<file path="src/hdl/hts_pkg.sv">
//==============================================================================
// hts_pkg
// Shared types, constants and arithmetic helpers of the Holt smoothing block.
//==============================================================================
`default_nettype none

package hts_pkg;

    localparam int MaxHorizon = 32;
    localparam int HorizonW   = 6;
    localparam int GainW      = 16;
    localparam int SampleW    = 32;
    localparam int ValueW     = 48;
    localparam int CountW     = 32;
    localparam int SumW       = 64;
    localparam int MulAW      = 49;
    localparam int MulBW      = 18;
    localparam int ProdW      = 67;
    localparam int AccW       = 68;
    localparam int FcW        = 56;
    localparam int SqW        = 66;
    localparam int AddrW      = 4;
    localparam int DataW      = 32;

    localparam logic signed [AccW-1:0] AccMax    = {{(AccW-47){1'b0}}, {47{1'b1}}};
    localparam logic signed [AccW-1:0] AccMin    = {{(AccW-47){1'b1}}, {47{1'b0}}};
    localparam logic signed [AccW-1:0] RoundHalf = AccW'(32768);
    localparam logic [ValueW-1:0]      ValueMax  = {1'b0, {(ValueW-1){1'b1}}};

    typedef enum logic [1:0] {
        KIND_FIT = 2'd0,
        KIND_FC  = 2'd1,
        KIND_MSE = 2'd2,
        KIND_INV = 2'd3
    } t_kind;

    typedef enum logic [1:0] {
        POS_FIRST  = 2'd0,
        POS_SECOND = 2'd1,
        POS_LATER  = 2'd2
    } t_pos;

    typedef enum logic [1:0] {
        REG_LEVEL_GAIN = 2'd0,
        REG_TREND_GAIN = 2'd1,
        REG_HORIZON    = 2'd2
    } t_reg;

    typedef enum logic [4:0] {
        S_IDLE, S_L1, S_L2, S_LN, S_T1, S_T2, S_TN, S_FIT, S_ERR,
        S_SQ1, S_SQ2, S_SQ3, S_SQA, S_ACC, S_EMIT_FIT,
        S_FC_ADD, S_FC_EMIT, S_DIV, S_EMIT_MSE, S_EMIT_INV
    } t_state;

    typedef struct packed {
        logic signed [SampleW-1:0] sample;
        logic                      last;
        t_pos                      pos;
    } t_item;

    typedef struct packed {
        logic [GainW-1:0]    level_gain;
        logic [GainW-1:0]    trend_gain;
        logic [HorizonW-1:0] horizon;
    } t_cfg;

    function automatic logic signed [ValueW-1:0] sat48(input logic signed [AccW-1:0] v);
        logic signed [ValueW-1:0] r;
        if (v > AccMax) begin
            r = AccMax[ValueW-1:0];
        end else if (v < AccMin) begin
            r = AccMin[ValueW-1:0];
        end else begin
            r = v[ValueW-1:0];
        end
        return r;
    endfunction

    function automatic logic signed [ValueW-1:0] blend_norm(input logic signed [AccW-1:0] s);
        logic signed [AccW-1:0] t;
        t = s + RoundHalf;
        t = t >>> 16;
        return sat48(t);
    endfunction

endpackage

`default_nettype wire

</file>
<file path="src/hdl/hts_front.sv">
//==============================================================================
// hts_front
// Accepts samples, tags each with its place in the series, queues two deep.
//==============================================================================
`default_nettype none

module hts_front
    import hts_pkg::*;
(
    input  wire logic                      i_clk,
    input  wire logic                      i_rst_n,
    input  wire logic                      i_valid,
    output logic                           o_ready,
    input  wire logic signed [SampleW-1:0] i_sample,
    input  wire logic                      i_last_sample,
    output logic                           o_q_valid,
    output t_item                          o_item,
    input  wire logic                      i_pop
);

    t_item      r_mem [2];
    logic       r_wp;
    logic       r_rp;
    logic [1:0] r_cnt;
    t_pos       r_pos;
    logic       push;
    logic       pop;
    t_item      w_item;

    assign o_ready   = (r_cnt != 2'd2);
    assign o_q_valid = (r_cnt != 2'd0);
    assign o_item    = r_mem[r_rp];
    assign push      = i_valid && o_ready;
    assign pop       = i_pop && o_q_valid;

    always_comb begin
        w_item.sample = i_sample;
        w_item.last   = i_last_sample;
        w_item.pos    = r_pos;
    end

    always_ff @(posedge i_clk) begin
        if (push) begin
            r_mem[r_wp] <= w_item;
        end
    end

    always_ff @(posedge i_clk) begin
        if (!i_rst_n) begin
            r_wp  <= 1'b0;
            r_rp  <= 1'b0;
            r_cnt <= 2'd0;
            r_pos <= POS_FIRST;
        end else begin
            if (push) begin
                r_wp <= ~r_wp;
                if (i_last_sample) begin
                    r_pos <= POS_FIRST;
                end else if (r_pos == POS_FIRST) begin
                    r_pos <= POS_SECOND;
                end else begin
                    r_pos <= POS_LATER;
                end
            end
            if (pop) begin
                r_rp <= ~r_rp;
            end
            r_cnt <= r_cnt + 2'(push) - 2'(pop);
        end
    end

endmodule

`default_nettype wire

</file>
<file path="config.mk">
export PLATFORM = sky130hd
export DESIGN_NAME = hts_front
export DESIGN_NICKNAME = d
export VERILOG_FILES = /design/src/hdl/hts_pkg.sv /design/src/hdl/hts_front.sv
export SDC_FILE = /design/constraint.sdc
export NUM_CORES = 1
export LEC_CHECK = 0
export ABC_CLOCK_PERIOD_IN_PS = 2400
export BUFFER_PORTS_ARGS = -buffer_cell sky130_fd_sc_hd__buf_2
export CORE_MARGIN = 2
export CORE_UTILIZATION = 52
export CTS_CLUSTER_SIZE = 28
export DETAILED_ROUTE_END_ITERATION = 8
export PLACE_DENSITY_LB_ADDON = 0.25
export SETUP_SLACK_MARGIN = 0.15
export SLEW_MARGIN = 10
export SYNTH_ARGS = -nofsm -noshare
export SYNTH_HDL_FRONTEND = slang
export SYNTH_SLANG_ARGS = --single-unit
</file>
<file path="constraint.sdc">
create_clock -name i_clk -period 2.4 [get_ports i_clk]
set_clock_uncertainty 0.15 [all_clocks]
set_input_delay 0.48 -clock i_clk [delete_from_list [all_inputs] [get_ports i_clk]]
set_output_delay 0.48 -clock i_clk [all_outputs]
set_load 0.005 [all_outputs]
</file>
==> run_results.csv, run 1 <==
group,metric,value,unit
sta,layout_min_cycle_time,2070,ps
global_route,grt_pass1_vias,1464,
global_route,grt_max_degree,36,
critical_path,crit_path_start_kind,"flip-flop",
drt,drtAntennaViolNets,0,
sta,report.final.slew_viol_count,0,
floorplanning,start_util,53.0,%
floorplanning,die_w,78.4,um
synthesis,synth_area_leaders,"edfxtp_1 73%, mux2_2 14%, dfxtp_1 4.9%, buf_4 1.0%, xor2_1 0.61%",
drt,drtPass1Iterations,4,
sta,fmax,0.484,GHz
synthesis,netlist_top_cells_count,"70 x edfxtp_1, 35 x mux2_2, 7 x dfxtp_1",
synthesis,synth_top_area_share,73.0,%
worst_hold_path,hp-class,"primary input to flip-flop",
cells_and_area,diodes,0,
floorplanning,io_pins,74,
sta,fin_setup_tns,0,ps
critical_path,path_max_fanout,12,
floorplanning,dieArea,6150,sq um
clocking,clock_sinks,77,
clocking,clk_path_buf_depth,2,
critical_path,critPathKind,"flip-flop to output port",
drt,via_count,1516,
global_route,grt_overflow,0,
placement,io_buffer_count,73,
clocking,hold_buffers,0,
sta,rsz0062_at_grt,"no",
clocking,cts_tree,"yes",
cells_and_area,num-nets-final,267,
synthesis,synthesis.area,2880,sq um
floorplanning,fp.dieH,78.4,um
clocking,clockRootBuffer,"clkbuf_8",
global_route,grt_pass1_wl,6.90,mm
cells_and_area,area_growth,21.6,%
placement,place_congestion,0.691,
critical_path,critPathTopFamily,"flip-flops",
outcome,status,"complete, no violations",
placement,place_area,3350,sq um
sta,relSlewSlack,68.6,%
global_route,antenna_found_initial,0,
power_and_ir_drop,power.total,3.28,mW
clocking,numCtsBuffers,9,
placement,dp.final_hpwl,3.10,mm
synthesis,async_flop_share,0,%
drt,dr.first_iter.drc_count,62,
critical_path,crit_arrival,1440,ps
critical_path,critPathRequiredTime,1770,ps
floorplanning,core_area,5440,sq um
power_and_ir_drop,power_density,936,nW/um^2
floorplanning,fp-row-count,27,
critical_path,cpMaxStageDelayCell,"dfxtp_4",
power_and_ir_drop,ir_drop,0.490,mV
critical_path,endpoint_kind,"output port",
clocking,clk_latency,320,ps
power_and_ir_drop,p_leak,1.32,nW
synthesis,ys_warn_count,0,
synthesis,synth_edf_count,70,
critical_path,worstPathCellList,"buf_4 -> mux2_2 -> buf_2",
synthesis,ys_types,30,
sta,finalSetupViolCount,0,
synthesis,synth_nets,184,
drt,vias_per_cell,4.97,
critical_path,max_stage_delay,460,ps
drt,drc,0,
cells_and_area,fillerInstances,413,
drt,wirelength,4.54,mm
synthesis,synth_seq_area_share,77.8,%
synthesis,avgSynthCellArea,19.7,sq um
sta,tightest_slew,471,ps
cells_and_area,fin_area,3500,sq um
synthesis,synth.most_common_cell,"edfxtp_1",
drt,wl_per_cell,14.9,um
cells_and_area,drive_gt1_share,54.9,%
global_route,track_usage,15.4,%
synthesis,ys.flop_type,"edfxtp_1",
clocking,cts_resized,0,
sta,min_period_over_period,86.1,%
synthesis,synth_top_cell_by_area,"edfxtp_1",
synthesis,ys_seq_elements,77,
clocking,htree_levels,3,
clocking,clkTransAtPathRegs,70,ps
clocking,postCtsSetupRepairBufs,0,
synthesis,syn_inst,146,
critical_path,crit_buf_inv,2,
sta,hold_viol,0,
job,cap_violations,0,
[power by group]
group          leakage (nW)  internal, mW  switching (mW)
Sequential            0.714          1.66          0.0832
Clock                0.0757         0.358           0.395
Combinational         0.532         0.442           0.338
Total                  1.32          2.47           0.815
[cell usage in the layout (no fill, tap or decap), types with 2 or more instances in the layout]
cell type | Yosys | layout
clkbuf_8 | 0 | 9
buf_2 | 1 | 73
mux2_2 | 35 | 35
clkbuf_1 | 0 | 2
dfxtp_1 | 7 | 6
buf_12 | 0 | 2
clkinv_1 | 0 | 3
xor2_1 | 2 | 2
nor3_1 | 2 | 2
edfxtp_1 | 70 | 70
inv_1 | 2 | 2
nor2_1 | 2 | 2
buf_4 | 4 | 3
[layer usage]
layer | global-route usage [%] | part of all wire [%] | up-vias
met1 | 18.6 | 42 | 733
met4 | 8.95 | 1.5 | 0
met5 | 0 | 0 | -
met3 | 3.68 | 4.5 | 8
met2 | 25.4 | 52 | 40
li1 | - | - | 735
[sequential cells by signal, summed over array words and instances (netlist names), named ones only]
| register | cells |
|---|---|
| r_cnt | 2 |
| r_rp | 1 |
| r_mem | 70 |
| r_pos | 2 |
| r_wp | 1 |
[per-stage QoR]
stage               cells  setup slack (ps)  hold WS [ps]  utilization [%]
floorplan             146               453           299                -
global placement      290               533           315             61.7
detailed placement    290               519           337             61.7
CTS                   305               199           174             64.4
global route          305               255           166             64.4
finish                305               333           192             64.4
[worst paths after layout]
check	startpoint	cells past startpoint	end	slack (ps)
worst min register to register	r_rp	2	flip-flop	360
worst max register to register	r_cnt[0]	3	r_mem[1][11]	500
worst min-delay path	i_sample[18]	1	r_mem[1][21]	190
worst max-delay path	flip-flop	3	o_item[22]	330
[cell type report]
cell class,instances,area (sq um),share of cell area [%]
timing repair buffer,78,428,12.2
sequential,77,2250,64.1
multi-input combinational,61,584,16.7
clock buffer,11,131,3.75
tap,72,90.1,2.57
inverter,2,7.51,0.214
clock inverter,4,16.3,0.464
[cell families after synthesis]
kind of cell,share of synthesized area [%]
adders and majority gates,0.434
xor gates and xnor gates,0.608
and+or+nand+nor,3.52
buffers and inverters,1.87
muxes,13.7
DFF,77.8
AOI/OAI and AO/OA,2.04
No activity file was read; power rests on OpenSTA's default activity.
==> run 2, diff against run 1 <==
Settings changed: REMOVE_ABC_BUFFERS from default to 1, SLEW_MARGIN 10 to default.
==> run_results.csv, run 2 (synthesis gave the netlist of run 1 again) <==
group,metric,value,unit
clocking,hold_buffers,0,
global_route,grtUsageMet1,17.9,%
clocking,clock_sinks,77,
cells_and_area,area_growth,23.9,%
sta,min_period_over_period,87.7,%
clocking,cts_resized,0,
global_route,track_usage,15.1,%
floorplanning,io_pins,74,
placement,io_buffer_count,73,
global_route,grt_pass1_vias,1414,
drt,drtAntennaViolNets,0,
drt,wl_per_cell,14.4,um
sta,rsz0062_at_grt,"no",
sta,fin_setup_tns,0,ps
clocking,clkTransAtPathRegs,70,ps
drt,drc,0,
cells_and_area,top_register,"r_mem",
critical_path,critPathKind,"flip-flop to output port",
worst_hold_path,min_from,"i_sample[2]",
sta,report.final.slew_viol_count,0,
clocking,clk_path_buf_depth,2,
global_route,grt_pass1_wl,6.67,mm
clocking,numCtsBuffers,9,
critical_path,critPathRequiredTime,1770,ps
floorplanning,fp-row-count,27,
critical_path,crit_path_start_kind,"flip-flop",
clocking,postCtsSetupRepairBufs,0,
critical_path,worstReg2RegStart,"r_cnt[0]",
drt,drtPass1Iterations,4,
global_route,grt_overflow,0,
floorplanning,die_w,78.4,um
power_and_ir_drop,ir_drop,0.660,mV
drt,vias_per_cell,4.96,
outcome,status,"complete, no violations",
drt,dr.first_iter.drc_count,77,
cells_and_area,top_regs,"r_mem (70), r_cnt (2), r_pos (2)",
critical_path,cpMaxStageDelayCell,"mux2_2",
cells_and_area,mostFrequentLayoutCells,"73 x buf_2, 70 x edfxtp_1, 35 x mux2_2",
global_route,grt_use_met3,3.79,%
critical_path,worstPathCellList,"buf_4 -> mux2_2 -> buf_2",
sta,layout_min_cycle_time,2110,ps
critical_path,critPathTopFamily,"buffers and inverters",
sta,relSlewSlack,79.7,%
cells_and_area,post-route-util,65.6,%
job,cap_violations,0,
global_route,use_met2,25.0,%
floorplanning,start_util,53.0,%
power_and_ir_drop,power.total,3.60,mW
sta,fmax,0.475,GHz
cells_and_area,fillerInstances,384,
cells_and_area,num-nets-final,267,
cells_and_area,regArea,2240,sq um
global_route,grt-busiest-layer,"met2",
clocking,htree_levels,3,
worst_hold_path,hp-class,"primary input to flip-flop",
placement,dp.final_hpwl,2.89,mm
critical_path,crit_arrival,1480,ps
clocking,clk_latency,330,ps
critical_path,path_max_fanout,22,
critical_path,max_stage_delay,390,ps
power_and_ir_drop,p_leak,1.36,nW
drt,via_count,1518,
cells_and_area,diodes,0,
sta,fin_hold_ws,184,ps
cells_and_area,drive_gt1_share,55.1,%
sta,hold_viol,0,
sta,finalSetupViolCount,0,
clocking,clockRootBuffer,"clkbuf_8",
floorplanning,fp.dieH,78.4,um
critical_path,endpoint_kind,"output port",
clocking,cts_tree,"yes",
cells_and_area,largest_register_ffs,70,
floorplanning,dieArea,6150,sq um
placement,place_congestion,0.691,
floorplanning,core_area,5440,sq um
global_route,antenna_found_initial,0,
global_route,grt_max_degree,36,
critical_path,crit_buf_inv,2,
drt,wirelength,4.42,mm
cells_and_area,multiInputGateArea,584,sq um
cells_and_area,layout_commonest_cell,"buf_2",
sta,tightest_slew,305,ps
power_and_ir_drop,power_density,1010,nW/um^2
==> run 2: report_power, final <==
part,switching [mW],leakage [nW],internal [mW],total (mW)
Combinational,0.371,0.529,0.426,0.797
Clock,0.413,0.113,0.681,1.09
Sequential,0.0530,0.714,1.66,1.71
Total,0.836,1.36,2.77,3.60
==> run 2: path summary, 6_finish.rpt <==
check	end	slack [ps]	cells past startpoint
setup reg to reg	r_cnt[1]	590	6
hold reg to reg	r_mem[0][1]	350	0
setup / recovery	o_item[13]	290	3
hold / removal	r_mem[0][5]	180	1
==> run 2: cell type report <==
| class | count | share of cell area [%] |
|---|---|---|
| Clock inverter | 6 | 2.84 |
| Inverter | 2 | 0.210 |
| Multi-Input combinational cell | 61 | 16.4 |
| Sequential cell | 77 | 62.8 |
| Clock buffer | 10 | 3.58 |
| Timing Repair Buffer | 78 | 11.6 |
| Tap cell | 72 | 2.52 |
==> run 2: stage by stage <==
stage               cells  instance area [sq um]  setup slack, ps
CTS                   306                   3570              256
global placement      290                   3340              651
floorplan             140                   2830              320
global route          306                   3570              197
finish                306                   3570              295
detailed placement    290                   3340              609
==> run 2: routing by layer <==
| layer | up-vias | wire length [um] |
|---|---|---|
| met4 | 0 | 86 |
| met5 | - | 0 |
| met3 | 8 | 160 |
| met1 | 742 | 1910 |
| met2 | 35 | 2260 |
| li1 | 733 | - |
==> run 3, diff against run 2 <==
Settings changed: MAX_ROUTING_LAYER from default to met4.
==> run_results.csv, run 3 (synthesis gave the netlist of run 1 again) <==
group,metric,value,unit
outcome,status,"complete, no violations",
clocking,numCtsBuffers,9,
cells_and_area,area_growth,23.9,%
floorplanning,io_pins,74,
sta,hold_viol,0,
critical_path,critPathTopFamily,"buffers and inverters",
clocking,htree_levels,3,
sta,min_period_over_period,87.8,%
cells_and_area,num-nets-final,267,
drt,via_count,1513,
clocking,clkTransAtPathRegs,70,ps
floorplanning,start_util,53.0,%
cells_and_area,mostFrequentLayoutCells,"73 x buf_2, 70 x edfxtp_1, 35 x mux2_2",
clocking,clock_sinks,77,
critical_path,worstPathCellList,"buf_4 -> mux2_2 -> buf_2",
placement,placed_cells,290,
global_route,grt_pass1_vias,1422,
placement,dp.final_hpwl,2.89,mm
cells_and_area,drive_gt1_share,55.1,%
critical_path,cpMaxStageDelayCell,"mux2_2",
critical_path,crit_buf_inv,2,
floorplanning,dieArea,6150,sq um
critical_path,max_stage_delay,390,ps
sta,layout_min_cycle_time,2110,ps
critical_path,crit_arrival,1480,ps
critical_path,path_max_fanout,22,
drt,drc,0,
sta,fin_setup_tns,0,ps
floorplanning,core_area,5440,sq um
global_route,track_usage,15.5,%
placement,io_buffer_count,73,
drt,drtPass1Iterations,4,
drt,dr.first_iter.drc_count,76,
clocking,clk_latency,330,ps
global_route,grt_pass1_wl,6.67,mm
floorplanning,die_w,78.4,um
sta,report.final.slew_viol_count,0,
sta,layout_setup_ws,294,ps
power_and_ir_drop,power_density,1010,nW/um^2
sta,relSlewSlack,79.8,%
placement,place_congestion,0.699,
placement,dp_worst_setup_slack,609,ps
clocking,clockRootBuffer,"clkbuf_8",
worst_hold_path,hp-class,"primary input to flip-flop",
clocking,hold_buffers,0,
power_and_ir_drop,p_leak,1.36,nW
job,cap_violations,0,
clocking,postCtsSetupRepairBufs,0,
global_route,grt_overflow,0,
floorplanning,fp-row-count,27,
cells_and_area,top_regs,"r_mem (70), r_cnt (2), r_pos (2)",
critical_path,endpoint_kind,"output port",
power_and_ir_drop,ir_drop,0.660,mV
cells_and_area,diodes,0,
cells_and_area,top_register,"r_mem",
global_route,grt_max_degree,36,
cells_and_area,instances_no_fill,306,
global_route,antenna_found_initial,0,
drt,drtAntennaViolNets,0,
drt,wl_per_cell,14.4,um
drt,wirelength,4.42,mm
cells_and_area,largest_register_ffs,70,
critical_path,crit_path_start_kind,"flip-flop",
critical_path,critPathKind,"flip-flop to output port",
sta,finalSetupViolCount,0,
critical_path,worst-r2r-setup-slack,590,ps
floorplanning,fp.dieH,78.4,um
clocking,cts_resized,0,
clocking,clk_path_buf_depth,2,
sta,fmax,0.475,GHz
sta,tightest_slew,302,ps
power_and_ir_drop,power.total,3.60,mW
sta,rsz0062_at_grt,"no",
critical_path,critPathRequiredTime,1770,ps
clocking,cts_tree,"yes",
drt,vias_per_cell,4.94,
cells_and_area,layout_commonest_cell,"buf_2",
==> run 3: cell counts in the layout (fill, tap and decap cells not counted) <==
No cell type changed its count.
==> run 3: worst register-to-register path: stages, from the launching register on <==
cell      delay, ps
dfxtp_1         400
nand2b_1        310
nand2_1         110
xor2_1          170
ha_1            210
nor4_1          280
nor3_1           80
==> run 3: stage by stage <==
stage / util (%) / hold WS, ps / cell area (sq um)
floorplan: - / 299 / 2830
global placement: 61.4 / 323 / 3340
detailed placement: 61.4 / 339 / 3340
CTS: 65.6 / 171 / 3570
global route: 65.6 / 162 / 3570
finish: 65.6 / 185 / 3570
==> run 3: where the power goes <==
group          internal (mW)  switching (mW)  leakage (nW)
Sequential              1.66          0.0532         0.714
Clock                  0.681           0.411         0.113
Combinational          0.426           0.371         0.529
==> run 3: worst paths after layout <==
check | from | to | depth (start not counted)
worst max-delay path | flip-flop | o_item[13] | 3
worst max register to register | r_cnt[0] | r_cnt[1] | 6
worst min register to register | r_pos[1] | r_mem[0][1] | 0
worst min-delay path | i_sample[2] | r_mem[0][5] | 1
==> run 3: layout make-up <==
| type | count | area, sq um |
|---|---|---|
| Clock buffer | 10 | 128 |
| Clock inverter | 6 | 101 |
| Fill cell | 384 | 1870 |
| Inverter | 2 | 7.51 |
| Multi-Input combinational cell | 61 | 584 |
| Sequential cell | 77 | 2240 |
| Tap cell | 72 | 90.1 |
| Timing Repair Buffer | 78 | 415 |
==> run 3: routing by layer <==
| layer | wire length (um) | track usage, % | share of wire [%] |
|---|---|---|---|
| met1 | 1920 | 17.8 | 43 |
| met2 | 2250 | 25.1 | 51 |
| met3 | 160 | 3.79 | 3.6 |
| met4 | 90 | 8.95 | 2.0 |
| met5 | 0 | - | 0 |
